$ cat src/rtl/core/llsim_pkg.sv
// Shared types and constants for the lag-loop second-order simulator.
// Holds fixed-point widths, configuration defaults, and the command struct
// that links the controller to the datapath. No dependencies.
package llsim_pkg;

    // Fixed-point format and counter width.
    localparam int INDEX_BITS = 20;
    localparam int FRAC_BITS  = 16;
    localparam int DATA_W     = 32;
    localparam int COEF_W     = 31;
    localparam int DT_W       = 17;
    localparam int PROD_W     = 2 * DATA_W;
    localparam int RND_W      = PROD_W - FRAC_BITS;
    localparam int ACC_W      = RND_W + 2;

    // Rounding and reference constants.
    localparam logic signed [PROD_W-1:0] Q_HALF = PROD_W'(64'sd1 <<< (FRAC_BITS - 1));
    localparam logic signed [ACC_W-1:0]  Q_ONE  = ACC_W'(64'sd1 <<< FRAC_BITS);

    // The settling band is 2% of the final value: 50 * |y - f| <= |f|.
    localparam int SETTLE_RATIO = 50;
    localparam int SETTLE_W     = DATA_W + 1 + 6;

    // Configuration port.
    localparam int CFG_IDX_W = 3;

    typedef enum logic [CFG_IDX_W-1:0] {
        CFG_STIFFNESS     = 3'd0,
        CFG_DAMPING       = 3'd1,
        CFG_INPUT_GAIN    = 3'd2,
        CFG_POLE          = 3'd3,
        CFG_STATE_GAIN    = 3'd4,
        CFG_DIRECT_GAIN   = 3'd5,
        CFG_TIME_STEP     = 3'd6,
        CFG_SETTLE_TARGET = 3'd7
    } cfg_reg_t;

    // Register values after reset.
    localparam logic [COEF_W-1:0]        RST_STIFFNESS     = 31'd65536;
    localparam logic [COEF_W-1:0]        RST_DAMPING       = 31'd65536;
    localparam logic signed [DATA_W-1:0] RST_INPUT_GAIN    = 32'sd65536;
    localparam logic signed [DATA_W-1:0] RST_POLE          = -32'sd65536;
    localparam logic signed [DATA_W-1:0] RST_STATE_GAIN    = 32'sd0;
    localparam logic signed [DATA_W-1:0] RST_DIRECT_GAIN   = 32'sd65536;
    localparam logic [DT_W-1:0]          RST_TIME_STEP     = 17'd655;
    localparam logic signed [DATA_W-1:0] RST_SETTLE_TARGET = 32'sd32768;

    typedef struct packed {
        logic [COEF_W-1:0]        stiffness;
        logic [COEF_W-1:0]        damping;
        logic signed [DATA_W-1:0] input_gain;
        logic signed [DATA_W-1:0] pole;
        logic signed [DATA_W-1:0] state_gain;
        logic signed [DATA_W-1:0] direct_gain;
        logic [DT_W-1:0]          time_step;
        logic signed [DATA_W-1:0] settle_target;
    } cfg_t;

    // Operand pairs for the shared multiplier.
    typedef enum logic [3:0] {
        MUL_SGAIN_Z,
        MUL_DGAIN_E,
        MUL_POLE_Z,
        MUL_STIFF_POS,
        MUL_DAMP_VEL,
        MUL_GAIN_U,
        MUL_VEL_DT,
        MUL_D2_DT,
        MUL_DZ_DT
    } mul_sel_t;

    // Accumulator operations on the rounded product.
    typedef enum logic [3:0] {
        ACC_HOLD,
        ACC_LOAD,
        ACC_LOAD_NEG,
        ACC_LOAD_E,
        ACC_ADD,
        ACC_SUB,
        ACC_STEP_POS,
        ACC_STEP_VEL,
        ACC_STEP_Z
    } acc_op_t;

    // Where the saturated sum is stored.
    typedef enum logic [2:0] {
        DST_NONE,
        DST_U,
        DST_DZ,
        DST_D2,
        DST_POS,
        DST_VEL,
        DST_Z
    } dst_t;

    typedef struct packed {
        logic     start;
        logic     sample;
        logic     mul_en;
        mul_sel_t mul_sel;
        acc_op_t  acc_op;
        dst_t     dst;
        logic     finish;
    } cmd_t;

endpackage

$ cat src/rtl/core/llsim_cfg.sv
// Configuration register bank for the lag-loop simulator.
// Depends on llsim_pkg for register indexes, reset values and cfg_t.
module llsim_cfg (
    input  logic                                clk,
    input  logic                                rst_n,
    input  logic                                cfg_valid,
    output logic                                cfg_ready,
    input  logic [llsim_pkg::CFG_IDX_W-1:0]     cfg_index,
    input  logic [llsim_pkg::DATA_W-1:0]        cfg_data,
    output llsim_pkg::cfg_t                     cfg
);

    llsim_pkg::cfg_t cfg_reg;

    // Writes are always taken.
    assign cfg_ready = 1'b1;
    assign cfg       = cfg_reg;

    // Register bank with decoded write strobe.
    always_ff @(posedge clk or negedge rst_n)
    begin
        if (!rst_n)
        begin
            cfg_reg.stiffness     <= llsim_pkg::RST_STIFFNESS;
            cfg_reg.damping       <= llsim_pkg::RST_DAMPING;
            cfg_reg.input_gain    <= llsim_pkg::RST_INPUT_GAIN;
            cfg_reg.pole          <= llsim_pkg::RST_POLE;
            cfg_reg.state_gain    <= llsim_pkg::RST_STATE_GAIN;
            cfg_reg.direct_gain   <= llsim_pkg::RST_DIRECT_GAIN;
            cfg_reg.time_step     <= llsim_pkg::RST_TIME_STEP;
            cfg_reg.settle_target <= llsim_pkg::RST_SETTLE_TARGET;
        end
        else if (cfg_valid && cfg_ready)
        begin
            unique case (llsim_pkg::cfg_reg_t'(cfg_index))
                llsim_pkg::CFG_STIFFNESS:
                    cfg_reg.stiffness <= cfg_data[llsim_pkg::COEF_W-1:0];
                llsim_pkg::CFG_DAMPING:
                    cfg_reg.damping <= cfg_data[llsim_pkg::COEF_W-1:0];
                llsim_pkg::CFG_INPUT_GAIN:
                    cfg_reg.input_gain <= $signed(cfg_data);
                llsim_pkg::CFG_POLE:
                    cfg_reg.pole <= $signed(cfg_data);
                llsim_pkg::CFG_STATE_GAIN:
                    cfg_reg.state_gain <= $signed(cfg_data);
                llsim_pkg::CFG_DIRECT_GAIN:
                    cfg_reg.direct_gain <= $signed(cfg_data);
                llsim_pkg::CFG_TIME_STEP:
                    cfg_reg.time_step <= cfg_data[llsim_pkg::DT_W-1:0];
                llsim_pkg::CFG_SETTLE_TARGET:
                    cfg_reg.settle_target <= $signed(cfg_data);
            endcase
        end
    end

endmodule

$ cat config.mk
export PLATFORM = sky130hd
export DESIGN_NAME = llsim_cfg
export DESIGN_NICKNAME = d
export VERILOG_FILES = /design/src/rtl/core/llsim_pkg.sv /design/src/rtl/core/llsim_cfg.sv
export SDC_FILE = /design/constraint.sdc
export NUM_CORES = 1
export LEC_CHECK = 0
export ABC_AREA = 1
export BUFFER_PORTS_ARGS = -buffer_cell sky130_fd_sc_hd__buf_4
export CORE_MARGIN = 4
export CORE_UTILIZATION = 55
export DETAILED_ROUTE_END_ITERATION = 16
export GPL_TIMING_DRIVEN = 0
export PLACE_DENSITY = 0.84
export SLEW_MARGIN = 20
export SYNTH_ARGS = -nofsm -noshare
export SYNTH_HDL_FRONTEND = slang
export SYNTH_SLANG_ARGS = --single-unit
$ cat constraint.sdc
create_clock -name clk -period 1.2 [get_ports clk]
set_input_delay 0.06 -clock clk [delete_from_list [all_inputs] [get_ports clk]]
set_output_delay 0.06 -clock clk [all_outputs]
set_load 0.05 [all_outputs]
==> metrics.csv <==
stage,metric,value,unit
status,status,"finished, violations left",
status,failing checks,negative setup slack,
timing,RSZ-0062 raised after global routing,yes,
worst_setup_path,CP cell instances,buf_8,
pwr,VDD IR-drop max,1770,uV
placed_design,Placed Cells,1541,
worst_setup_path,CP startpoint kind,flip-flop,
logic_synthesis,dominant cell type by area after synthesis,dfrtp_1,
floorplanning,Rows,47,
flow_run,MaxCap Viol Count,0,
logic_synthesis,"EDFF count, synth",0,
global_routing,first-pass GRT wire length,50700,um
cells_and_area,max FFs per register,239,
cells_and_area,Ant. Diodes,0,
cells_and_area,register area,0.00601,mm^2
cells_and_area,multi-input logic area,0.00295,mm^2
worst_setup_path,CP max-delay cell,dfstp_2,
global_routing,met3 Use GR,7.25,%
cts,Clock Latency Late Sink,0.51,ns
worst_setup_path,WS Path Type,reg2out,
floorplanning,CORE AREA,0.0166,mm^2
timing,Pins Over Slew Limit,0,
placed_design,pre-CTS setup slack,-0.321,ns
pwr,cell area power density,2250,mW/mm^2
routing,Avg Vias per Cell,5.50,
worst_setup_path,crit end category,primary output,
routing,"antenna viol nets, final",0,
worst_setup_path,Max stage delay on crit path,0.57,ns
logic_synthesis,Post-Syn Area,0.00931,mm^2
floorplanning,Die H,138,um
placed_design,Detailed Place HPWL,20600,um
cts,CTS root buffer,clkbuf_16,
timing,Slew headroom,49.1,%
logic_synthesis,Area contributors post-synth,"dfrtp_1 (57%), nand2_1 (24%), dfstp_2 (7.6%)",
logic_synthesis,most instantiated cells after synthesis,"nand2_1 (604), dfrtp_1 (212), nand3_1 (126)",
cts,TritonCTS clock tree,done,
floorplanning,Ports,278,
cts,CTS Buf Count,25,
global_routing,met2 Usage GRT,53.4,%
logic_synthesis,Synth async-reset ratio,100,%
global_routing,initial antenna violation count,0,
global_routing,Top Usage Layer GRT,met2,
placed_design,global placer's final weighted congestion,0.828,
cells_and_area,synthesis-to-finish area growth,40.7,%
routing,Routed wire per std cell,19.6,um
cts,CTS Sinks,239,
cells_and_area,Final Util,79.0,%
global_routing,GRT Util Overall,33.2,%
floorplanning,Starting Density,56.1,%
logic_synthesis,syn_nets,1098,
timing,Period minus WS final,1.29,ns
cts,clock buffer depth,3,
cells_and_area,Layout fillers,1067,
timing,Final period util,108,%
timing,Final Hold Fails,0,
floorplanning,die area,0.0191,mm^2
worst_setup_path,kind of cell adding the most delay to the critical path,flip-flops,
logic_synthesis,Post-Syn Area per Cell,8.78,um^2
cts,"Clk pin slew, worst setup/hold paths",0.06,ns
routing,initial drt markers,798,
logic_synthesis,Syn Inst Count,1060,
floorplanning,Horiz. Die Dim,138,um
pwr,leak pwr,7.20,nW
logic_synthesis,"Distinct cells, synth",14,
worst_setup_path,worst path required time,1.14,ns
logic_synthesis,register area share after synthesis,64.6,%
global_routing,met1 usage,42.4,%
logic_synthesis,Main synth FF type,dfrtp_1,
routing,first drt pass iteration count,5,
cells_and_area,fin cells,1628,
logic_synthesis,top-area cell type share of the netlist area,57.0,%
logic_synthesis,Seq cells post-synth,239,
worst_setup_path,WP buf/inv,1,
timing,fmax,774,MHz
timing,slew at the pin with the worst max-slew slack,0.761,ns
routing,vias,8948,
timing,post-route setup TNS,-1.83,ns
logic_synthesis,"count leader, synth",nand2_1,
placed_design,IO Port Bufs,259,
timing,final setup fails,27,
global_routing,largest net degree at the start of global routing,93,
logic_synthesis,number of synthesis warnings,0,
global_routing,gr ovfl total,0,
worst_setup_path,WP data arrival,1.23,ns
cells_and_area,share of layout cells above drive strength 1,26.6,%
worst_setup_path,crit-path max FO,2,
global_routing,vias in the first global route,9083,
cells_and_area,Final Net Count,1430,
routing,Total Wirelength,31900,um
timing,post-route setup slack,-0.0925,ns
worst_hold_path,worst hold path type,in2reg,
routing,drc violations,0,
cts,CTS H-tree lvls,1,
timing,Final Skew,0,ns
metal layers:
layer / vias up / wire, um
li1: 3942 / -
met1: 4395 / 12100
met2: 471 / 15000
met3: 140 / 2660
met4: 0 / 2090
met5: - / 0
logic make-up after synthesis:
group | Yosys count | synth area share (%)
buffers and inverters | 82 | 3.78
flip-flops | 239 | 64.6
other | 1 | 0.0403
AND/OR/NAND/NOR | 738 | 31.6
cells in the final DEF, fill, tap and decap left out, types with 11 or more instances in the layout:
master	Yosys	routed
buf_2	16	16
buf_4	1	227
buf_6	0	11
buf_8	0	27
clkbuf_1	40	45
clkbuf_16	0	25
clkbuf_2	16	16
dfrtp_1	212	212
dfstp_2	27	27
dlygate4sd3_1	0	38
nand2_1	604	604
nand3_1	126	126
power breakdown:
part / switching [mW] / total [mW] / internal, mW
Sequential: 1.06 / 10.8 / 9.71
Combinational: 7.83 / 10.9 / 3.07
Clock: 3.13 / 7.82 / 4.68
Total: 12.0 / 29.5 / 17.5
stage by stage:
| stage | hold slack [ns] | cell area (um^2) | total power [mW] |
|---|---|---|---|
| 6_report | 0.0222 | 13100 | 29.5 |
| 5_1_grt | 0.0521 | 13100 | 30.4 |
| 4_1_cts | 0.00775 | 13000 | 29.3 |
| 3_5_place_dp | 0.110 | 11600 | 21.1 |
| 3_3_place_gp | 0.317 | 11500 | 20.9 |
| 2_1_floorplan | -0.236 | 9310 | 17.4 |
what timing repair did:
action	in CTS	in global routing
gates resized for setup	55	12
setup endpoints to repair	28	64
hold buffers	38	0
endpoints found under the hold margin	324	0
setup buffers	3	3
tightest hold or removal path, cell delays in order:
cell and delay, ns:
buf_4 0.10, nor2_2 0.07, nand2_1 0.16, nand2_1 0.07, nand2_1 0.05
layout make-up:
cell class | count | area share [%]
plain buffers | 76 | 2.51
flip-flops and latches | 239 | 45.9
clock inverters | 6 | 0.678
clock buffers | 37 | 5.65
inverters | 6 | 0.172
repair buffers | 305 | 20.5
well taps | 220 | 2.10
multi-input cells | 739 | 22.5
worst paths after layout:
check	slack [ns]	cells after the start	end	from
worst max-delay path	-0.09	1	cfg[141]	cfg[141]$_DFFE_PN1P_
worst min-delay path	0.02	5	cfg[145]$_DFFE_PN0P_	cfg_index[2]
worst max register to register	0.25	4	cfg[144]$_DFFE_PN1P_	cfg[144]$_DFFE_PN1P_
worst min register to register	0.47	2	cfg[234]$_DFFE_PN0P_	cfg[234]$_DFFE_PN0P_
max in group asynchronous	0.24	3	cfg[130]$_DFFE_PN1P_	rst_n
min in group asynchronous	0.09	2	cfg[123]$_DFFE_PN0P_	rst_n
Note: power is estimated with default switching activity, not from simulation.
