--- src/rtl/core/llsim_pkg.sv ---
// Shared types and constants for the lag-loop second-order simulator.
// Holds fixed-point widths, configuration defaults, and the command struct
// that links the controller to the datapath. No dependencies.
package llsim_pkg;

    // Fixed-point format and counter width.
    localparam int INDEX_BITS = 20;
    localparam int FRAC_BITS  = 16;
    localparam int DATA_W     = 32;
    localparam int COEF_W     = 31;
    localparam int DT_W       = 17;
    localparam int PROD_W     = 2 * DATA_W;
    localparam int RND_W      = PROD_W - FRAC_BITS;
    localparam int ACC_W      = RND_W + 2;

    // Rounding and reference constants.
    localparam logic signed [PROD_W-1:0] Q_HALF = PROD_W'(64'sd1 <<< (FRAC_BITS - 1));
    localparam logic signed [ACC_W-1:0]  Q_ONE  = ACC_W'(64'sd1 <<< FRAC_BITS);

    // The settling band is 2% of the final value: 50 * |y - f| <= |f|.
    localparam int SETTLE_RATIO = 50;
    localparam int SETTLE_W     = DATA_W + 1 + 6;

    // Configuration port.
    localparam int CFG_IDX_W = 3;

    typedef enum logic [CFG_IDX_W-1:0] {
        CFG_STIFFNESS     = 3'd0,
        CFG_DAMPING       = 3'd1,
        CFG_INPUT_GAIN    = 3'd2,
        CFG_POLE          = 3'd3,
        CFG_STATE_GAIN    = 3'd4,
        CFG_DIRECT_GAIN   = 3'd5,
        CFG_TIME_STEP     = 3'd6,
        CFG_SETTLE_TARGET = 3'd7
    } cfg_reg_t;

    // Register values after reset.
    localparam logic [COEF_W-1:0]        RST_STIFFNESS     = 31'd65536;
    localparam logic [COEF_W-1:0]        RST_DAMPING       = 31'd65536;
    localparam logic signed [DATA_W-1:0] RST_INPUT_GAIN    = 32'sd65536;
    localparam logic signed [DATA_W-1:0] RST_POLE          = -32'sd65536;
    localparam logic signed [DATA_W-1:0] RST_STATE_GAIN    = 32'sd0;
    localparam logic signed [DATA_W-1:0] RST_DIRECT_GAIN   = 32'sd65536;
    localparam logic [DT_W-1:0]          RST_TIME_STEP     = 17'd655;
    localparam logic signed [DATA_W-1:0] RST_SETTLE_TARGET = 32'sd32768;

    typedef struct packed {
        logic [COEF_W-1:0]        stiffness;
        logic [COEF_W-1:0]        damping;
        logic signed [DATA_W-1:0] input_gain;
        logic signed [DATA_W-1:0] pole;
        logic signed [DATA_W-1:0] state_gain;
        logic signed [DATA_W-1:0] direct_gain;
        logic [DT_W-1:0]          time_step;
        logic signed [DATA_W-1:0] settle_target;
    } cfg_t;

    // Operand pairs for the shared multiplier.
    typedef enum logic [3:0] {
        MUL_SGAIN_Z,
        MUL_DGAIN_E,
        MUL_POLE_Z,
        MUL_STIFF_POS,
        MUL_DAMP_VEL,
        MUL_GAIN_U,
        MUL_VEL_DT,
        MUL_D2_DT,
        MUL_DZ_DT
    } mul_sel_t;

    // Accumulator operations on the rounded product.
    typedef enum logic [3:0] {
        ACC_HOLD,
        ACC_LOAD,
        ACC_LOAD_NEG,
        ACC_LOAD_E,
        ACC_ADD,
        ACC_SUB,
        ACC_STEP_POS,
        ACC_STEP_VEL,
        ACC_STEP_Z
    } acc_op_t;

    // Where the saturated sum is stored.
    typedef enum logic [2:0] {
        DST_NONE,
        DST_U,
        DST_DZ,
        DST_D2,
        DST_POS,
        DST_VEL,
        DST_Z
    } dst_t;

    typedef struct packed {
        logic     start;
        logic     sample;
        logic     mul_en;
        mul_sel_t mul_sel;
        acc_op_t  acc_op;
        dst_t     dst;
        logic     finish;
    } cmd_t;

endpackage

--- src/rtl/core/llsim_dp.sv ---
// Datapath of the lag-loop simulator: loop states, metrics, one shared
// multiplier with a rounding accumulator, and the result register.
// Depends on llsim_pkg for widths, cfg_t and the command struct.
module llsim_dp (
    input  logic                                   clk,
    input  logic                                   rst_n,
    input  llsim_pkg::cfg_t                        cfg,
    input  llsim_pkg::cmd_t                        cmd,
    input  logic                                   restart,
    input  logic                                   last_tick,
    output logic [llsim_pkg::INDEX_BITS-1:0]       tick_index,
    output logic signed [llsim_pkg::DATA_W-1:0]    plant_output,
    output logic signed [llsim_pkg::DATA_W-1:0]    loop_error,
    output logic signed [llsim_pkg::DATA_W-1:0]    control_value,
    output logic [llsim_pkg::COEF_W-1:0]           peak_value,
    output logic                                   peak_valid,
    output logic [llsim_pkg::INDEX_BITS-1:0]       peak_index,
    output logic                                   settle_valid,
    output logic [llsim_pkg::INDEX_BITS-1:0]       settle_index,
    output logic                                   run_done
);

    localparam int DW = llsim_pkg::DATA_W;
    localparam int AW = llsim_pkg::ACC_W;
    localparam int IW = llsim_pkg::INDEX_BITS;
    localparam int SW = llsim_pkg::SETTLE_W;

    // Clamp a wide sum to the signed 32-bit range.
    function automatic logic signed [DW-1:0] sat32(input logic signed [AW-1:0] v);
        logic [AW-DW:0] top;
        top = v[AW-1:DW-1];
        if (top == '0 || top == '1)
            return v[DW-1:0];
        else if (v[AW-1])
            return {1'b1, {(DW-1){1'b0}}};
        else
            return {1'b0, {(DW-1){1'b1}}};
    endfunction

    // Loop state and run metrics.
    logic signed [DW-1:0] pos_reg, vel_reg, z_reg;
    logic [IW-1:0]        cnt_reg;
    logic signed [DW-1:0] peak_reg;
    logic [IW-1:0]        peak_tick_reg, settle_tick_reg;
    logic                 peak_seen_reg, settle_seen_reg;
    logic                 last_reg;

    // Per-tick working values.
    logic signed [DW-1:0] y_reg, e_reg, u_reg, d2_reg, dz_reg;
    logic [IW-1:0]        idx_reg;
    logic signed [llsim_pkg::PROD_W-1:0] prod_reg;
    logic signed [AW-1:0] acc_reg;

    logic signed [DW-1:0] mul_a, mul_b;
    logic signed [llsim_pkg::PROD_W-1:0] prod_next, prod_rnd_full;
    logic signed [llsim_pkg::RND_W-1:0] rnd;
    logic signed [AW-1:0] term, sum;
    logic signed [DW-1:0] sum_sat, e_next;
    logic signed [DW:0]   diff;
    logic [DW:0]          abs_diff;
    logic [DW-1:0]        abs_target;
    logic [SW-1:0]        band_scaled;
    logic                 in_band, new_peak, clear_run;

    // Operand selection for the shared multiplier.
    always_comb
    begin
        unique case (cmd.mul_sel)
            llsim_pkg::MUL_SGAIN_Z:
            begin
                mul_a = cfg.state_gain;
                mul_b = z_reg;
            end
            llsim_pkg::MUL_DGAIN_E:
            begin
                mul_a = cfg.direct_gain;
                mul_b = e_reg;
            end
            llsim_pkg::MUL_POLE_Z:
            begin
                mul_a = cfg.pole;
                mul_b = z_reg;
            end
            llsim_pkg::MUL_STIFF_POS:
            begin
                mul_a = $signed({1'b0, cfg.stiffness});
                mul_b = pos_reg;
            end
            llsim_pkg::MUL_DAMP_VEL:
            begin
                mul_a = $signed({1'b0, cfg.damping});
                mul_b = vel_reg;
            end
            llsim_pkg::MUL_GAIN_U:
            begin
                mul_a = cfg.input_gain;
                mul_b = u_reg;
            end
            llsim_pkg::MUL_VEL_DT:
            begin
                mul_a = vel_reg;
                mul_b = $signed({{(DW-llsim_pkg::DT_W){1'b0}}, cfg.time_step});
            end
            llsim_pkg::MUL_D2_DT:
            begin
                mul_a = d2_reg;
                mul_b = $signed({{(DW-llsim_pkg::DT_W){1'b0}}, cfg.time_step});
            end
            llsim_pkg::MUL_DZ_DT:
            begin
                mul_a = dz_reg;
                mul_b = $signed({{(DW-llsim_pkg::DT_W){1'b0}}, cfg.time_step});
            end
            default:
            begin
                mul_a = '0;
                mul_b = '0;
            end
        endcase
    end

    assign prod_next = mul_a * mul_b;

    // Round half up, then drop the fraction bits.
    assign prod_rnd_full = prod_reg + llsim_pkg::Q_HALF;
    assign rnd  = $signed(prod_rnd_full[llsim_pkg::PROD_W-1:llsim_pkg::FRAC_BITS]);
    assign term = {{(AW-llsim_pkg::RND_W){rnd[llsim_pkg::RND_W-1]}}, rnd};

    // Accumulator adder.
    always_comb
    begin
        unique case (cmd.acc_op)
            llsim_pkg::ACC_HOLD:     sum = acc_reg;
            llsim_pkg::ACC_LOAD:     sum = term;
            llsim_pkg::ACC_LOAD_NEG: sum = -term;
            llsim_pkg::ACC_LOAD_E:   sum = AW'(e_reg) + term;
            llsim_pkg::ACC_ADD:      sum = acc_reg + term;
            llsim_pkg::ACC_SUB:      sum = acc_reg - term;
            llsim_pkg::ACC_STEP_POS: sum = AW'(pos_reg) + term;
            llsim_pkg::ACC_STEP_VEL: sum = AW'(vel_reg) + term;
            llsim_pkg::ACC_STEP_Z:   sum = AW'(z_reg) + term;
            default:                 sum = acc_reg;
        endcase
    end

    assign sum_sat = sat32(sum);

    // Error against the unit step, from the current position.
    assign e_next = sat32(llsim_pkg::Q_ONE - AW'(pos_reg));

    // Settling band test, exact: 50 * |y - f| <= |f|.
    assign diff        = $signed({pos_reg[DW-1], pos_reg})
                         - $signed({cfg.settle_target[DW-1], cfg.settle_target});
    assign abs_diff    = diff[DW] ? (DW+1)'(-diff) : diff;
    assign abs_target  = cfg.settle_target[DW-1] ? (~cfg.settle_target + 1'b1)
                                                 : cfg.settle_target;
    assign band_scaled = SW'(abs_diff) * SW'(llsim_pkg::SETTLE_RATIO);
    assign in_band     = band_scaled <= SW'(abs_target);
    assign new_peak    = pos_reg > peak_reg;

    // A run is cleared before a restart tick and after a last tick.
    assign clear_run = (cmd.start && restart) || (cmd.finish && last_reg);

    // Loop state, counter and metrics.
    always_ff @(posedge clk or negedge rst_n)
    begin
        if (!rst_n)
        begin
            pos_reg         <= '0;
            vel_reg         <= '0;
            z_reg           <= '0;
            cnt_reg         <= '0;
            peak_reg        <= '0;
            peak_tick_reg   <= '0;
            peak_seen_reg   <= 1'b0;
            settle_tick_reg <= '0;
            settle_seen_reg <= 1'b0;
        end
        else if (clear_run)
        begin
            pos_reg         <= '0;
            vel_reg         <= '0;
            z_reg           <= '0;
            cnt_reg         <= '0;
            peak_reg        <= '0;
            peak_tick_reg   <= '0;
            peak_seen_reg   <= 1'b0;
            settle_tick_reg <= '0;
            settle_seen_reg <= 1'b0;
        end
        else
        begin
            if (cmd.sample && new_peak)
            begin
                peak_reg      <= pos_reg;
                peak_tick_reg <= cnt_reg;
                peak_seen_reg <= 1'b1;
            end
            if (cmd.sample && !settle_seen_reg && in_band)
            begin
                settle_seen_reg <= 1'b1;
                settle_tick_reg <= cnt_reg;
            end
            if (cmd.dst == llsim_pkg::DST_POS)
                pos_reg <= sum_sat;
            if (cmd.dst == llsim_pkg::DST_VEL)
                vel_reg <= sum_sat;
            if (cmd.dst == llsim_pkg::DST_Z)
                z_reg <= sum_sat;
            if (cmd.finish)
                cnt_reg <= cnt_reg + 1'b1;
        end
    end

    // Per-tick working registers and the multiplier pipeline.
    always_ff @(posedge clk)
    begin
        if (cmd.start)
            last_reg <= last_tick;
        if (cmd.sample)
        begin
            y_reg   <= pos_reg;
            e_reg   <= e_next;
            idx_reg <= cnt_reg;
        end
        if (cmd.mul_en)
            prod_reg <= prod_next;
        if (cmd.acc_op != llsim_pkg::ACC_HOLD)
            acc_reg <= sum;
        if (cmd.dst == llsim_pkg::DST_U)
            u_reg <= sum_sat;
        if (cmd.dst == llsim_pkg::DST_D2)
            d2_reg <= sum_sat;
        if (cmd.dst == llsim_pkg::DST_DZ)
            dz_reg <= sum_sat;
    end

    // Result register, loaded as the tick retires.
    always_ff @(posedge clk)
    begin
        if (cmd.finish)
        begin
            tick_index    <= idx_reg;
            plant_output  <= y_reg;
            loop_error    <= e_reg;
            control_value <= u_reg;
            peak_value    <= peak_reg[llsim_pkg::COEF_W-1:0];
            peak_valid    <= peak_seen_reg;
            peak_index    <= peak_tick_reg;
            settle_valid  <= settle_seen_reg;
            settle_index  <= settle_tick_reg;
            run_done      <= last_reg;
        end
    end

endmodule

--- config.mk ---
export PLATFORM = sky130hd
export DESIGN_NAME = llsim_dp
export DESIGN_NICKNAME = d
export VERILOG_FILES = /design/src/rtl/core/llsim_pkg.sv /design/src/rtl/core/llsim_dp.sv
export SDC_FILE = /design/constraint.sdc
export NUM_CORES = 2
export LEC_CHECK = 0
export BUFFER_PORTS_ARGS = -buffer_cell sky130_fd_sc_hd__buf_2
export CAP_MARGIN = 20
export CORE_MARGIN = 4
export CORE_UTILIZATION = 26
export DETAILED_ROUTE_END_ITERATION = 7
export PLACE_DENSITY_LB_ADDON = 0.25
export SYNTH_ARGS = -nofsm -noshare
export SYNTH_HDL_FRONTEND = slang
export SYNTH_SLANG_ARGS = --single-unit
--- constraint.sdc ---
create_clock -name clk -period 13.5 [get_ports clk]
set_input_delay 2.025 -clock clk [delete_from_list [all_inputs] [get_ports clk]]
set_output_delay 2.025 -clock clk [all_outputs]
set_load 0.005 [all_outputs]
==> results.txt <==
----------------------------------------------------
[Clocking]
  Post-CTS resize count ... 0
  CTS tree ... yes
  Clock input transition at the sequential cells of the worst setup and hold paths ... 0.06 ns
  Total of hold buffers inserted after clock tree synthesis ... 0
  Post-CTS Repair Setup Buffers ... 0
  Clock root buffer master ... sky130_fd_sc_hd__clkbuf_16
  Number of levels in the clock H-tree ... 3
  Later-pin clock latency in the skew report ... 0.74 ns
  Number of clock sinks seen by CTS ... 660
  Clock Tree Buf Depth ... 3
  TritonCTS buffer count ... 78

[Yosys]
  Post-synthesis sequential area ratio ... 0.214
  Synthesis-stage register bit count ... 660
  Async set-or-reset flop fraction in the synthesized netlist ... 0.288
  Post-Synthesis Net Count ... 11.8k
  Dominant cell by count in the synthesized netlist ... sky130_fd_sc_hd__inv_1
  Post-synth EDFFs ... 470
  Average size of a mapped cell ... 8.96 sq um
  Summed instance area of the synthesized netlist ... 88100 sq um
  Main area contributors after synthesis ... sky130_fd_sc_hd__fa_1 (25%), sky130_fd_sc_hd__edfxtp_1 (16%), sky130_fd_sc_hd__ha_1 (8.9%)
  Gate Count Post-Synth ... 9832
  Top cell type's share of synthesized area ... 0.253
  Count of yosys warnings during synthesis ... 0
  Number of different library cells in the post-synthesis netlist ... 94
  Ys flop type ... sky130_fd_sc_hd__edfxtp_1
  Synth area leader ... sky130_fd_sc_hd__fa_1
  Most instantiated cells after synthesis ... sky130_fd_sc_hd__inv_1 (1393), sky130_fd_sc_hd__fa_1 (1112), sky130_fd_sc_hd__nand2_1 (989), sky130_fd_sc_hd__nor2_1 (973), sky130_fd_sc_hd__ha_1 (628)

[Placement]
  Post-Place Worst Slack ... 0.615 ns
  Sum of net half-perimeters after detailed placement ... 340000 microns
  GPL Wtd Cong ... 0.999
  # port buffers ... 447

[Route]
  Via count of the routed design ... 77.7k
  Iteration count of the initial detailed-routing pass ... 7
  Vias per inst ... 5.25
  Post-DR wirelength/cell ... 27.9 microns
  Starting DRC count in detailed routing ... 8235
  Number of nets still failing antenna checks after routing ... 0
  Number of design rule violations left after detail routing ... 0
  Final wirelength ... 413000 microns

[GRT]
  Via count of the first global-routing pass ... 76.5k
  Global-route met2 utilization ... 0.355
  Layer with the highest usage ... met2
  Met1 track demand over resource ... 0.304
  Met3 global-route usage ... 0.0476
  Global Route Usage Sum ... 0.231
  First-pass GRT wire length ... 579000 microns
  Antenna violations before repair ... 72
  GRT Residual Overflow ... 0
  Maximum number of pins on one net before global-route repair ... 91

[Worst hold path]
  Hold Crit Class ... flop to flop

[Layout]
  Count of filler cells inserted in the layout ... 36.1k
  P&R area growth vs syn ... 13.3%
  Final net count ... 12.2k
  Fraction of final layout cells with drive strength greater than 1 ... 0.100
  Max reg flops ... 50

[Worst setup path]
  Largest delay contributor family on the critical path ... adder cells
  Kind of critical path ... input port to flop
  Max Fanout on Critical Path ... 25
  Data required time at the worst endpoint ... 14.08 ns
  Worst path bufs/invs ... 6
  Crit. End Element ... flop
  Highest cell delay on the worst timing path ... 0.78 ns
  Data arrival time of the critical path ... 12.78 ns
  Worst Setup Start Kind ... input port
  Cell repeated most along the worst path ... sky130_fd_sc_hd__fa_1
  Critical-path top delay cell ... sky130_fd_sc_hd__and2_1

[Floorplan]
  Starting density of the core ... 0.261
  Vertical die dimension ... 590 microns
  Die outline width ... 590 microns
  IO Pins ... 448
  Standard cell core area ... 337000 sq um
  Total Die Area ... 348000 sq um
  Cell row count ... 213

[Timing]
  Max_slew headroom ... 0.119
  Pins Over Slew Limit ... 0
  Setup_tns ... 0 ns
  Post-route minimum period ... 12.20 ns
  Worst setup slack after layout ... 1.30 ns
  Number of setup violations in the final report ... 0
  Final Hold Fails ... 0
  Final worst path period share ... 0.904
  Slew at the pin closest to its max-slew limit ... 1.32 ns
  Max Freq ... 82.0 MHz
  Unrepaired setup endpoints after global routing ... no
  Worst clock skew ... 0.0613 ns

[Pwr]
  Power Dens Cells ... 211 nW/um^2
  Total leakage power ... 45.5 nW
  IR Drop Worst-Case VDD ... 0.000189 V

[Run status]
  Result of the run ... complete, no violations

[Flow run]
  Number of violations of the max-capacitance limit ... 0

----------------------------------------------------
## path summary, 6_finish.rpt
| kind | from | endpoint | slack [ns] | cells after the start |
|---|---|---|---|---|
| min reg2reg | y_reg[25] | plant_output[25] | 0.42 | 0 |
| max | cmd[10] | prod_reg[63] | 1.30 | 34 |
| min in group asynchronous | rst_n | peak_tick_reg[2] | 1.36 | 1 |
| min | y_reg[25] | plant_output[25] | 0.42 | 0 |
| max in group asynchronous | rst_n | z_reg[17] | 10.09 | 3 |
| max reg2reg | pos_reg[0] | settle_tick_reg[16] | 2.55 | 47 |
## metrics by stage
stage	total power [mW]	instance area (sq um)	hold WS [ns]	utilization	std cells
2_1_floorplan	13.1	88100	0.400	-	9832
3_3_place_gp	18.6	96900	0.402	0.288	14600
3_5_place_dp	18.5	97000	0.405	0.288	14600
4_1_cts	20.9	99700	0.420	0.296	14800
5_1_grt	22.7	99700	0.421	0.296	14800
6_report	21.1	99800	0.420	0.296	14800
## cell families (layout without fill, tap and decap cells)
group | Yosys count | after routing | synth area share
adders and majority gates | 1740 | 1740 | 0.342
AOI/OAI and AO/OA | 1940 | 1940 | 0.145
muxes | 102 | 102 | 0.0117
other | 0 | 27 | 0
and+or+nand+nor | 3008 | 3008 | 0.157
xor gates and xnor gates | 484 | 484 | 0.0481
buffers and inverters | 1898 | 2319 | 0.0819
DFF | 660 | 660 | 0.214
## metal layers
metal,up-vias,wire (microns)
met5,-,203
met4,32,27100
met3,861,37200
met2,3711,180000
met1,39100,168000
li1,34000,-
## power breakdown
group	internal (mW)	switching (mW)	total (mW)	leakage [nW]
combinational	5.69	9.72	15.4	36.8
clock	1.26	1.00	2.26	1.29
sequential	2.76	0.633	3.40	7.34
total	9.72	11.4	21.1	45.5
## area by class of cell
class	count	area (sq um)	area share
Tap cell	4515	5650	0.0566
Antenna cell	27	67.6	0.000677
Multi-Input combinational cell	7274	62300	0.624
Sequential cell	660	18900	0.189
Clock buffer	105	2160	0.0216
Inverter	1394	5230	0.0525
Clock inverter	41	523	0.00524
Timing Repair Buffer	779	4960	0.0497
## layout by cell type (no fill, tap or decap), drive strengths merged, types with 34 or more instances in the layout
cell / netlist / routed
inv: 1393 / 1401
fa: 1112 / 1112
nand2: 989 / 989
nor2: 973 / 973
buf: 53 / 779
ha: 628 / 628
a21oi: 500 / 500
edfxtp: 470 / 470
o21ai: 417 / 417
xnor2: 311 / 311
a21o: 219 / 219
nand3: 195 / 195
dfrtp: 190 / 190
xor2: 173 / 173
nand4: 149 / 149
nor3: 138 / 138
clkbuf: 450 / 105
mux2i: 91 / 91
a22oi: 85 / 85
nand2b: 75 / 75
and3: 74 / 74
or3: 68 / 68
o21a: 64 / 64
a31oi: 60 / 60
nor2b: 59 / 59
nor4: 57 / 57
and2: 55 / 55
o211ai: 52 / 52
a222oi: 51 / 51
o21bai: 49 / 49
a211oi: 45 / 45
a221oi: 42 / 42
and4: 41 / 41
o31ai: 41 / 41
or2: 36 / 36
a22o: 36 / 36
o22ai: 34 / 34
## worst register-to-register path: cells and delay by family, from the launching register on
family | cells | cell delay [ns]
AOI/OAI and AO/OA | 23 | 5.52
xor gates and xnor gates | 2 | 0.41
adders and majority gates | 7 | 2.41
buffers and inverters | 5 | 0.73
DFF | 1 | 0.34
and+or+nand+nor | 10 | 1.36
Power figures use the tool's default switching activity.
