**config.mk**
```make
export PLATFORM = sky130hd
export DESIGN_NAME = llsim_ctrl
export DESIGN_NICKNAME = d
export VERILOG_FILES = /design/src/rtl/core/llsim_pkg.sv /design/src/rtl/core/llsim_ctrl.sv
export SDC_FILE = /design/constraint.sdc
export NUM_CORES = 1
export LEC_CHECK = 0
export BUFFER_PORTS_ARGS = -buffer_cell sky130_fd_sc_hd__buf_2
export CORE_AREA = 2 2 39 41
export DETAILED_ROUTE_END_ITERATION = 10
export DIE_AREA = 0 0 41 43
export SKIP_CTS_REPAIR_TIMING = 1
export SLEW_MARGIN = 20
export SYNTH_ARGS = -nofsm -noshare
export SYNTH_HDL_FRONTEND = slang
export SYNTH_SLANG_ARGS = --single-unit
```
**constraint.sdc**
```tcl
create_clock -name clk -period 1.2 [get_ports clk]
set_clock_uncertainty 0.1 [all_clocks]
set_input_delay 0 -clock clk [delete_from_list [all_inputs] [get_ports clk]]
set_output_delay 0 -clock clk [all_outputs]
set_load 0.1 [all_outputs]
```
**src/rtl/core/llsim_pkg.sv**
```systemverilog
// Shared types and constants for the lag-loop second-order simulator.
// Holds fixed-point widths, configuration defaults, and the command struct
// that links the controller to the datapath. No dependencies.
package llsim_pkg;

    // Fixed-point format and counter width.
    localparam int INDEX_BITS = 20;
    localparam int FRAC_BITS  = 16;
    localparam int DATA_W     = 32;
    localparam int COEF_W     = 31;
    localparam int DT_W       = 17;
    localparam int PROD_W     = 2 * DATA_W;
    localparam int RND_W      = PROD_W - FRAC_BITS;
    localparam int ACC_W      = RND_W + 2;

    // Rounding and reference constants.
    localparam logic signed [PROD_W-1:0] Q_HALF = PROD_W'(64'sd1 <<< (FRAC_BITS - 1));
    localparam logic signed [ACC_W-1:0]  Q_ONE  = ACC_W'(64'sd1 <<< FRAC_BITS);

    // The settling band is 2% of the final value: 50 * |y - f| <= |f|.
    localparam int SETTLE_RATIO = 50;
    localparam int SETTLE_W     = DATA_W + 1 + 6;

    // Configuration port.
    localparam int CFG_IDX_W = 3;

    typedef enum logic [CFG_IDX_W-1:0] {
        CFG_STIFFNESS     = 3'd0,
        CFG_DAMPING       = 3'd1,
        CFG_INPUT_GAIN    = 3'd2,
        CFG_POLE          = 3'd3,
        CFG_STATE_GAIN    = 3'd4,
        CFG_DIRECT_GAIN   = 3'd5,
        CFG_TIME_STEP     = 3'd6,
        CFG_SETTLE_TARGET = 3'd7
    } cfg_reg_t;

    // Register values after reset.
    localparam logic [COEF_W-1:0]        RST_STIFFNESS     = 31'd65536;
    localparam logic [COEF_W-1:0]        RST_DAMPING       = 31'd65536;
    localparam logic signed [DATA_W-1:0] RST_INPUT_GAIN    = 32'sd65536;
    localparam logic signed [DATA_W-1:0] RST_POLE          = -32'sd65536;
    localparam logic signed [DATA_W-1:0] RST_STATE_GAIN    = 32'sd0;
    localparam logic signed [DATA_W-1:0] RST_DIRECT_GAIN   = 32'sd65536;
    localparam logic [DT_W-1:0]          RST_TIME_STEP     = 17'd655;
    localparam logic signed [DATA_W-1:0] RST_SETTLE_TARGET = 32'sd32768;

    typedef struct packed {
        logic [COEF_W-1:0]        stiffness;
        logic [COEF_W-1:0]        damping;
        logic signed [DATA_W-1:0] input_gain;
        logic signed [DATA_W-1:0] pole;
        logic signed [DATA_W-1:0] state_gain;
        logic signed [DATA_W-1:0] direct_gain;
        logic [DT_W-1:0]          time_step;
        logic signed [DATA_W-1:0] settle_target;
    } cfg_t;

    // Operand pairs for the shared multiplier.
    typedef enum logic [3:0] {
        MUL_SGAIN_Z,
        MUL_DGAIN_E,
        MUL_POLE_Z,
        MUL_STIFF_POS,
        MUL_DAMP_VEL,
        MUL_GAIN_U,
        MUL_VEL_DT,
        MUL_D2_DT,
        MUL_DZ_DT
    } mul_sel_t;

    // Accumulator operations on the rounded product.
    typedef enum logic [3:0] {
        ACC_HOLD,
        ACC_LOAD,
        ACC_LOAD_NEG,
        ACC_LOAD_E,
        ACC_ADD,
        ACC_SUB,
        ACC_STEP_POS,
        ACC_STEP_VEL,
        ACC_STEP_Z
    } acc_op_t;

    // Where the saturated sum is stored.
    typedef enum logic [2:0] {
        DST_NONE,
        DST_U,
        DST_DZ,
        DST_D2,
        DST_POS,
        DST_VEL,
        DST_Z
    } dst_t;

    typedef struct packed {
        logic     start;
        logic     sample;
        logic     mul_en;
        mul_sel_t mul_sel;
        acc_op_t  acc_op;
        dst_t     dst;
        logic     finish;
    } cmd_t;

endpackage

```
**src/rtl/core/llsim_ctrl.sv**
```systemverilog
// Sequencer of the lag-loop simulator: steps the shared multiplier through
// one tick and owns the input and result handshakes.
// Depends on llsim_pkg for the command struct and its enums.
module llsim_ctrl (
    input  logic            clk,
    input  logic            rst_n,
    input  logic            in_valid,
    output logic            in_ready,
    output logic            out_valid,
    input  logic            out_ready,
    output llsim_pkg::cmd_t cmd
);

    typedef enum logic [3:0] {
        ST_IDLE,
        ST_M1,
        ST_M2,
        ST_M3,
        ST_M4,
        ST_M5,
        ST_M6,
        ST_M7,
        ST_M8,
        ST_M9,
        ST_FIN
    } state_t;

    state_t state_reg, state_next;
    logic   out_valid_reg, out_valid_next;
    logic   out_free;

    assign in_ready  = (state_reg == ST_IDLE);
    assign out_valid = out_valid_reg;
    assign out_free  = !out_valid_reg || out_ready;

    // Command decode: M1-M9 issue a product each, M2-FIN fold in the one before.
    always_comb
    begin
        cmd         = '0;
        cmd.mul_sel = llsim_pkg::MUL_SGAIN_Z;
        cmd.acc_op  = llsim_pkg::ACC_HOLD;
        cmd.dst     = llsim_pkg::DST_NONE;
        state_next  = state_reg;
        unique case (state_reg)
            ST_IDLE:
            begin
                cmd.start = in_valid;
                if (in_valid)
                    state_next = ST_M1;
            end
            ST_M1:
            begin
                cmd.sample  = 1'b1;
                cmd.mul_en  = 1'b1;
                cmd.mul_sel = llsim_pkg::MUL_SGAIN_Z;
                state_next  = ST_M2;
            end
            ST_M2:
            begin
                cmd.mul_en  = 1'b1;
                cmd.mul_sel = llsim_pkg::MUL_DGAIN_E;
                cmd.acc_op  = llsim_pkg::ACC_LOAD;
                state_next  = ST_M3;
            end
            ST_M3:
            begin
                cmd.mul_en  = 1'b1;
                cmd.mul_sel = llsim_pkg::MUL_POLE_Z;
                cmd.acc_op  = llsim_pkg::ACC_ADD;
                cmd.dst     = llsim_pkg::DST_U;
                state_next  = ST_M4;
            end
            ST_M4:
            begin
                cmd.mul_en  = 1'b1;
                cmd.mul_sel = llsim_pkg::MUL_STIFF_POS;
                cmd.acc_op  = llsim_pkg::ACC_LOAD_E;
                cmd.dst     = llsim_pkg::DST_DZ;
                state_next  = ST_M5;
            end
            ST_M5:
            begin
                cmd.mul_en  = 1'b1;
                cmd.mul_sel = llsim_pkg::MUL_DAMP_VEL;
                cmd.acc_op  = llsim_pkg::ACC_LOAD_NEG;
                state_next  = ST_M6;
            end
            ST_M6:
            begin
                cmd.mul_en  = 1'b1;
                cmd.mul_sel = llsim_pkg::MUL_GAIN_U;
                cmd.acc_op  = llsim_pkg::ACC_SUB;
                state_next  = ST_M7;
            end
            ST_M7:
            begin
                cmd.mul_en  = 1'b1;
                cmd.mul_sel = llsim_pkg::MUL_VEL_DT;
                cmd.acc_op  = llsim_pkg::ACC_ADD;
                cmd.dst     = llsim_pkg::DST_D2;
                state_next  = ST_M8;
            end
            ST_M8:
            begin
                cmd.mul_en  = 1'b1;
                cmd.mul_sel = llsim_pkg::MUL_D2_DT;
                cmd.acc_op  = llsim_pkg::ACC_STEP_POS;
                cmd.dst     = llsim_pkg::DST_POS;
                state_next  = ST_M9;
            end
            ST_M9:
            begin
                cmd.mul_en  = 1'b1;
                cmd.mul_sel = llsim_pkg::MUL_DZ_DT;
                cmd.acc_op  = llsim_pkg::ACC_STEP_VEL;
                cmd.dst     = llsim_pkg::DST_VEL;
                state_next  = ST_FIN;
            end
            ST_FIN:
            begin
                // Retire only once the result register can take the item.
                if (out_free)
                begin
                    cmd.acc_op = llsim_pkg::ACC_STEP_Z;
                    cmd.dst    = llsim_pkg::DST_Z;
                    cmd.finish = 1'b1;
                    state_next = ST_IDLE;
                end
            end
            default:
            begin
                state_next = ST_IDLE;
            end
        endcase
    end

    // Result valid flag.
    always_comb
    begin
        out_valid_next = out_valid_reg;
        if (cmd.finish)
            out_valid_next = 1'b1;
        else if (out_ready)
            out_valid_next = 1'b0;
    end

    // State and registered outputs.
    always_ff @(posedge clk or negedge rst_n)
    begin
        if (!rst_n)
        begin
            state_reg     <= ST_IDLE;
            out_valid_reg <= 1'b0;
        end
        else
        begin
            state_reg     <= state_next;
            out_valid_reg <= out_valid_next;
        end
    end

    // An accepted item always starts the multiply sequence.
    a_start_seq: assert property (@(posedge clk) disable iff (!rst_n)
        (in_valid && in_ready) |=> (state_reg == ST_M1))
        else $error("accepted item did not start the sequence");

    // A retired tick always leaves a result on the output.
    a_finish_valid: assert property (@(posedge clk) disable iff (!rst_n)
        cmd.finish |=> out_valid_reg)
        else $error("retired tick produced no result");

    // A tick waits in its last step while the result register is full.
    a_fin_wait: assert property (@(posedge clk) disable iff (!rst_n)
        (state_reg == ST_FIN && out_valid_reg && !out_ready) |=> (state_reg == ST_FIN))
        else $error("tick retired over a pending result");

    // The multiplier and state writes are quiet while idle.
    a_idle_quiet: assert property (@(posedge clk) disable iff (!rst_n)
        (state_reg == ST_IDLE) |-> (!cmd.mul_en && cmd.dst == llsim_pkg::DST_NONE))
        else $error("datapath active while idle");

endmodule

```
==> results of run 1 <==
==> kinds of logic after synthesis <==
family / synth area share (%)
flip-flops: 28.9
AO/OA/AOI/OAI: 12.4
buffers and inverters: 10.1
AND/OR/NAND/NOR: 41.6
XOR/XNOR: 2.02
multiplexers: 4.91
==> through the flow <==
stage / hold WS (ns) / instances / util [%]
3_5_place_dp: -0.283 / 111 / 78.7
3_3_place_gp: -0.283 / 111 / 78.7
2_1_floorplan: -0.396 / 54 / -
4_1_cts: -0.549 / 115 / 80.6
==> reports/results.tsv, run 1 <==
metric	value	unit
ys_seq_area_share	28.9	%
cts_buffer_depth	2	
status	stopped before the end	
die_y	43	um
grt-worst-endpoint	cmd[12]	
endpoint_type	primary output	
grt_max_degree	11	
gp_congestion	0.789	
synth_area_leaders	dfrtp_1 29%, nor2_1 7.8%, nor3_1 6.9%	
die_w	41	um
lastStage	global routing (5_1_grt)	
io_buffer_count	20	
cts_root_buffer	clkbuf_4	
async_flop_share	100	%
dp_hpwl	1.17	mm
start_util	31.3	%
dpl-instance-area	1090	sq um
io_pins	21	
error	[ERROR DPL-0038] Utilization greater than 100%, impossible to legalize	
synth_top_area_share	28.9	%
syn_nets	58	
synth.cell_area	433	sq um
synth_edf_count	0	
cts_htree_levels	1	
ys_ff_latch	5	
ys_types	25	
yosysWarnings	0	
dpl_worst_slack	-0.202	ns
cts_buffers	3	
yosysTopAreaCell	dfrtp_1	
avgSynthCellArea	8.02	sq um
yosys_most_used_dff	dfrtp_1	
fp-row-count	14	
syn_inst	54	
yosys-top-cells-count	9 x nor2_1, 6 x nor3_1, 5 x dfrtp_1	
clock_sinks	5	
yosysMostFrequentCell	nor2_1	
==> inputs of run 2 (changes only) <==
CORE_AREA = 2 2 63 65   (was 2 2 39 41)
DIE_AREA = 0 0 65 67   (was 0 0 41 43)
PLACE_DENSITY_LB_ADDON = 0.15   (was default)
clock period = 1.55 ns   (was 1.2 ns; I/O delays follow)
==> reports/results.tsv, run 2 <==
metric	value	unit
num_antenna_cells	0	
whs_path_depth	3	
largest_register_ffs	4	
period_minus_slack	1.56	ns
yosys_most_used_dff	dfrtp_1	
worstHoldStart	in_valid	
syn_nets	58	
final_cell_mix	16 x buf_12, 14 x buf_4, 5 x nor2_1, 4 x nor2_4, 4 x buf_2	
dr.pass1.iters	4	
status	finished with violations	
start_util	12.0	%
slowest_delay	0.47	ns
vias_per_cell	3.73	
dp_hpwl	1.17	mm
finalHoldViolations	0	
violations	setup timing	
synth_top_area_share	28.9	%
core_region_area	3610	sq um
slowest_stage	dfrtp_2	
clk_pin_slew	0.03	ns
die_y	67	um
max-slew-margin-rel	68.1	%
worstRegToRegCells	3	
first_iter_violations	8	
grt_pass1_wl	2.35	mm
r2r_slack	0.26	ns
tightest_slew	0.482	ns
layout_setup_ws	-0.0114	ns
vias	519	
die_w	65	um
mostFrequentLayoutCell	buf_12	
grt_antenna_before_repair	0	
avgSynthCellArea	8.02	sq um
cts_tree	done	
drv_cap	0	
routed_wl	1.36	mm
io_pins	21	
hold_end	state_reg[0]$_DFFE_PN0P_	
cp_max_fo	8	
grt_pass1_vias	499	
hp-class	in2reg	
dpl_worst_slack	0.120	ns
regToRegEndpoint	state_reg[3]$_DFFE_PN0P_	
slew_viol_final	0	
syn_inst	54	
clkLatencyLatePin	0.22	ns
required	1.45	ns
fin_crit_sh	101	%
worstPathArrival	1.46	ns
drive_above_1_share	75.8	%
avgRoutedWirePerCell	9.76	um
max_freq	0.640	GHz
drc_errors	0	
synth.cell_area	433	sq um
cts_buffers	3	
track_usage	7.03	%
yosys-top-cells-count	9 x nor2_1, 6 x nor3_1, 5 x dfrtp_1	
drtAntennaViolNets	0	
grt_setup_unrepaired	yes	
ys_ff_latch	5	
grt_remaining_overflow	0	
cts_buffer_depth	2	
ys_types	25	
cts_root_buffer	clkbuf_8	
crit_family	flip-flops	
yosysMostFrequentCell	nor2_1	
ys_seq_area_share	28.9	%
setup_viol	4	
critPathLaunchType	flop	
num-nets-final	96	
cts_htree_levels	1	
yosysWarnings	0	
fp-row-count	22	
gp_congestion	0.790	
cp_cell_sequence	nor2_1, buf_4, mux2i_4, buf_12	
area_growth	167	%
crit_buf_inv	2	
synth_edf_count	0	
crit_type	reg2out	
clock_sinks	5	
io_buffer_count	20	
r2r_start	state_reg[3]$_DFFE_PN0P_	
yosysTopAreaCell	dfrtp_1	
synth_area_leaders	dfrtp_1 29%, nor2_1 7.8%, nor3_1 6.9%	
end_kind	output pin	
grt_max_degree	10	
die_area	4360	sq um
async_flop_share	100	%
run 2: cell counts after synthesis:
No cell type changed its count.
run 2: worst max path at each step:
stage,from,end,slack [ns],depth (start not counted)
after global placement,state_reg[2]$_DFFE_PN0P_,cmd[9],0.13,5
after CTS,state_reg[2]$_DFFE_PN0P_,cmd[9],-0.12,5
after global routing,state_reg[0]$_DFFE_PN0P_,cmd[10],-0.07,4
after detailed placement,state_reg[2]$_DFFE_PN0P_,cmd[9],0.12,5
final,state_reg[0]$_DFFE_PN0P_,cmd[10],-0.01,4
after floorplan,state_reg[2]$_DFFE_PN0P_,cmd[12],-0.75,3
run 2: kinds of logic (layout without fill, tap and decap cells):
family	after synthesis	after routing	synth area share, %
AND/OR/NAND/NOR	31	31	41.6
AO/OA/AOI/OAI	8	8	12.4
flip-flops	5	5	28.9
multiplexers	2	2	4.91
buffers and inverters	7	44	10.1
XOR/XNOR	1	1	2.02
run 2: metrics by stage:
step / area [sq um] / util, % / hold WS [ns] / cells / setup TNS [ns]
after global placement: 1010 / 28.1 / -0.280 / 131 / 0
after floorplan: 558 / - / -0.396 / 54 / -3.00
after CTS: 1060 / 29.4 / -0.506 / 135 / -0.506
final: 1160 / 32.1 / 0.0118 / 139 / -0.0293
after detailed placement: 1010 / 28.1 / -0.276 / 131 / 0
after global routing: 1160 / 32.1 / 0.0424 / 139 / -0.503
run 2: layer usage:
layer  GRT usage [%]  share of wire (%)
met5               0                  0
met4            3.19                  0
met3            2.03                4.5
met2            11.3                 52
met1            8.63                 43
run 2: final cells by class:
class | count | area, sq um
Fill cell | 371 | 2450
Timing Repair Buffer | 39 | 514
Multi-Input combinational cell | 42 | 400
Sequential cell | 5 | 133
Tap cell | 48 | 60.1
Clock buffer | 4 | 45.0
Inverter | 1 | 3.75
run 2: worst min-delay path: stages:
cell,delay (ns)
buf_2,0.09
nor4_1,0.04
nor3_1,0.13
Power of run 2 is left out: the tool's default activity adds up to more than one toggle a clock period on the data nets, which glitch-free logic cannot reach.
==> inputs of run 3 (changes only) <==
CELL_PAD_IN_SITES_DETAIL_PLACEMENT = 0   (was default)
CELL_PAD_IN_SITES_GLOBAL_PLACEMENT = 1   (was default)
==> reports/results.tsv, run 3 (same netlist as run 2, synthesis figures left out) <==
metric	value	unit
cts_tree	done	
slowest_stage	dfrtp_2	
endpoint	cmd[12]	
critPathLaunchType	flop	
cts_root_buffer	clkbuf_8	
cts_htree_levels	1	
slowest_delay	0.43	ns
r2r_start	state_reg[0]$_DFFE_PN0P_	
dr.pass1.iters	2	
clk_pin_slew	0.03	ns
core_region_area	3610	sq um
end_kind	output pin	
grt_max_degree	11	
track_usage	7.18	%
start_util	12.0	%
avgRoutedWirePerCell	10.6	um
drc_errors	0	
period_minus_slack	1.60	ns
largest_register_ffs	4	
slew_viol_final	0	
layout_setup_ws	-0.0498	ns
drv_cap	0	
grt_pass1_wl	2.39	mm
finalHoldViolations	0	
first_iter_violations	12	
violations	setup timing	
worstRegToRegCells	4	
vias	545	
crit_buf_inv	3	
clock_sinks	5	
fin_hold_ws	0.0154	ns
io_buffer_count	20	
cts_buffers	3	
cp-startpoint	state_reg[0]$_DFFE_PN0P_	
cp_cell_sequence	buf_6, nor4_4, buf_4, nor2_4, buf_12	
r2r_slack	0.20	ns
die_y	67	um
drive_above_1_share	78.1	%
setup_viol	6	
die_w	65	um
max-slew-margin-rel	67.5	%
fin_crit_sh	103	%
gp_congestion	0.766	
num-nets-final	101	
drtAntennaViolNets	0	
die_area	4360	sq um
status	finished with violations	
grt_remaining_overflow	0	
num_antenna_cells	0	
cts_buffer_depth	2	
tightest_slew	0.491	ns
routed_wl	1.52	mm
cp_max_fo	5	
final_cell_mix	17 x buf_12, 16 x buf_4, 6 x buf_6, 4 x nor2_1, 4 x buf_2	
grt_antenna_before_repair	0	
hp-class	in2async	
regToRegEndpoint	state_reg[3]$_DFFE_PN0P_	
grt_setup_unrepaired	yes	
grt_pass1_vias	523	
required	1.45	ns
fp-row-count	22	
dp_hpwl	1.19	mm
setup_tns	-0.194	ns
cp.depth	5	
clkLatencyLatePin	0.22	ns
crit_type	reg2out	
worstPathArrival	1.50	ns
max_freq	0.625	GHz
area_growth	177	%
vias_per_cell	3.78	
io_pins	21	
crit_family	buffers and inverters	
final_util	33.3	%
mostFrequentLayoutCell	buf_12	
[run 3: worst reg2reg max path: stages (launching register included)]
cell and delay, ns:
dfrtp_2 0.43, buf_4 0.15, nand2_1 0.11, nor2_1 0.07
or3_1 0.35
[run 3: layer usage]
layer	wire length (um)	vias to the layer above	share of wire [%]	track usage [%]
met2	726	21	48	10.7
met4	13	0	0.85	2.39
met5	0	-	0	0
li1	-	272	-	-
met1	669	249	44	9.35
met3	112	3	7.4	2.87
[run 3: how the worst min path moves through the flow]
| stage | from | endpoint |
|---|---|---|
| global placement | rst_n | state_reg[2]$_DFFE_PN0P_ |
| CTS | rst_n | state_reg[1]$_DFFE_PN0P_ |
| floorplan | rst_n | state_reg[0]$_DFFE_PN0P_ |
| finish | rst_n | out_valid$_DFFE_PN0P_ |
| global route | rst_n | out_valid$_DFFE_PN0P_ |
| detailed placement | rst_n | state_reg[0]$_DFFE_PN0P_ |
[run 3: final cells by class]
class                      instances  area [sq um]
sequential                         5           133
timing repair buffer              44           558
inverter                           1          3.75
multi-input combinational         42           402
clock buffer                       4          45.0
fill                             371          2400
tap                               48          60.1
[run 3: through the flow]
stage          instances  setup WS [ns]  cell area, sq um
6_report             144        -0.0498              1200
5_1_grt              144        -0.0928              1200
3_3_place_gp         131         0.0776              1010
4_1_cts              135         -0.183              1060
3_5_place_dp         131         0.0558              1010
2_1_floorplan         54         -0.746               558
Power of run 3 is left out for the same reason.
==> inputs of run 4 (changes only) <==
CTS_BUF_LIST = sky130_fd_sc_hd__clkbuf_2 sky130_fd_sc_hd__clkbuf_4 sky130_fd_sc_hd__clkbuf_8   (was default)
==> reports/results.tsv, run 4 (same netlist as run 2, synthesis figures left out) <==
metric	value	unit
drtAntennaViolNets	0	
final_cell_mix	17 x buf_12, 16 x buf_4, 6 x buf_6, 4 x nor2_1, 4 x buf_2	
r2r_start	state_reg[0]$_DFFE_PN0P_	
cts_tree	done	
tightest_slew	0.491	ns
io_pins	21	
avgRoutedWirePerCell	10.5	um
period_minus_slack	1.60	ns
fp-row-count	22	
required	1.45	ns
cp_max_fo	5	
routed_wl	1.51	mm
num_antenna_cells	0	
fin_hold_ws	0.0142	ns
cts_root_buffer	clkbuf_8	
gp_congestion	0.766	
finalHoldViolations	0	
grt_max_degree	11	
setup_tns	-0.197	ns
grt_pass1_vias	523	
mostFrequentLayoutCell	buf_12	
grt_setup_unrepaired	yes	
drive_above_1_share	79.2	%
dpl-instance-area	1010	sq um
grt_antenna_before_repair	0	
critPathLaunchType	flop	
cts_buffer_depth	2	
core_region_area	3610	sq um
hp-class	in2reg	
start_util	12.0	%
slowest_stage	dfrtp_2	
worstHoldStart	in_valid	
clkLatencyLatePin	0.22	ns
max_freq	0.625	GHz
dpl_worst_slack	0.0558	ns
largest_register_ffs	4	
finalInstanceArea	1200	sq um
dr.pass1.iters	4	
die_y	67	um
fillerInstances	369	
die_area	4360	sq um
status	finished with violations	
clk_pin_slew	0.03	ns
met2_length	726	um
met1_length	651	um
cp-startpoint	state_reg[0]$_DFFE_PN0P_	
worstPathArrival	1.50	ns
setup_viol	6	
top_layer	met4	
vias	543	
track_usage	7.18	%
max-slew-margin-rel	67.5	%
end_kind	output pin	
dp_hpwl	1.19	mm
grt_remaining_overflow	0	
fin_crit_sh	103	%
slowest_delay	0.43	ns
cts_buffers	3	
drc_errors	0	
wl_met3	119	um
io_buffer_count	20	
cp_cell_sequence	buf_4, nand2_1, nor2_1, a311o_2, buf_12	
area_growth	178	%
vias_per_cell	3.77	
grt_pass1_wl	2.39	mm
clock_sinks	5	
layout_setup_ws	-0.0498	ns
cts_htree_levels	1	
die_w	65	um
first_iter_violations	12	
violations	setup timing	
slew_viol_final	0	
num-nets-final	101	
crit_type	reg2out	
drv_cap	0	
-- run 4: worst max-delay path, delay by kind of cell, from the launching register on --
family	cells	cell delay, ns
AOI/OAI and AO/OA	1	0.34
buffers and inverters	2	0.32
DFF	1	0.43
and+or+nand+nor	2	0.19
-- run 4: cell type report --
class	count	area (sq um)	area share, %
Clock buffer	4	48.8	4.05
Inverter	1	3.75	0.312
Multi-Input combinational cell	42	402	33.3
Sequential cell	5	133	11.0
Tap cell	48	60.1	4.98
Timing Repair Buffer	44	558	46.3
-- run 4: path summary, 6_finish.rpt --
kind	end	slack (ns)	depth (start not counted)
max	cmd[2]	-0.05	5
min	state_reg[0]$_DFFE_PN0P_	0.01	3
max reg2reg	state_reg[3]$_DFFE_PN0P_	0.20	4
min reg2reg	out_valid$_DFFE_PN0P_	0.48	2
max in group asynchronous	out_valid$_DFFE_PN0P_	1.18	2
min in group asynchronous	out_valid$_DFFE_PN0P_	0.02	2
-- run 4: through the flow --
| stage | cells | util [%] |
|---|---|---|
| finish | 144 | 33.4 |
| global route | 144 | 33.4 |
| CTS | 135 | 29.5 |
| detailed placement | 131 | 28.1 |
| global placement | 131 | 28.1 |
| floorplan | 54 | - |
-- run 4: layer usage --
metal / vias to the layer above / global-route usage [%]
met5: - / 0
met4: 0 / 2.39
met3: 3 / 2.87
met2: 23 / 10.7
met1: 245 / 9.35
li1: 272 / -
Power of run 4 is left out for the same reason.
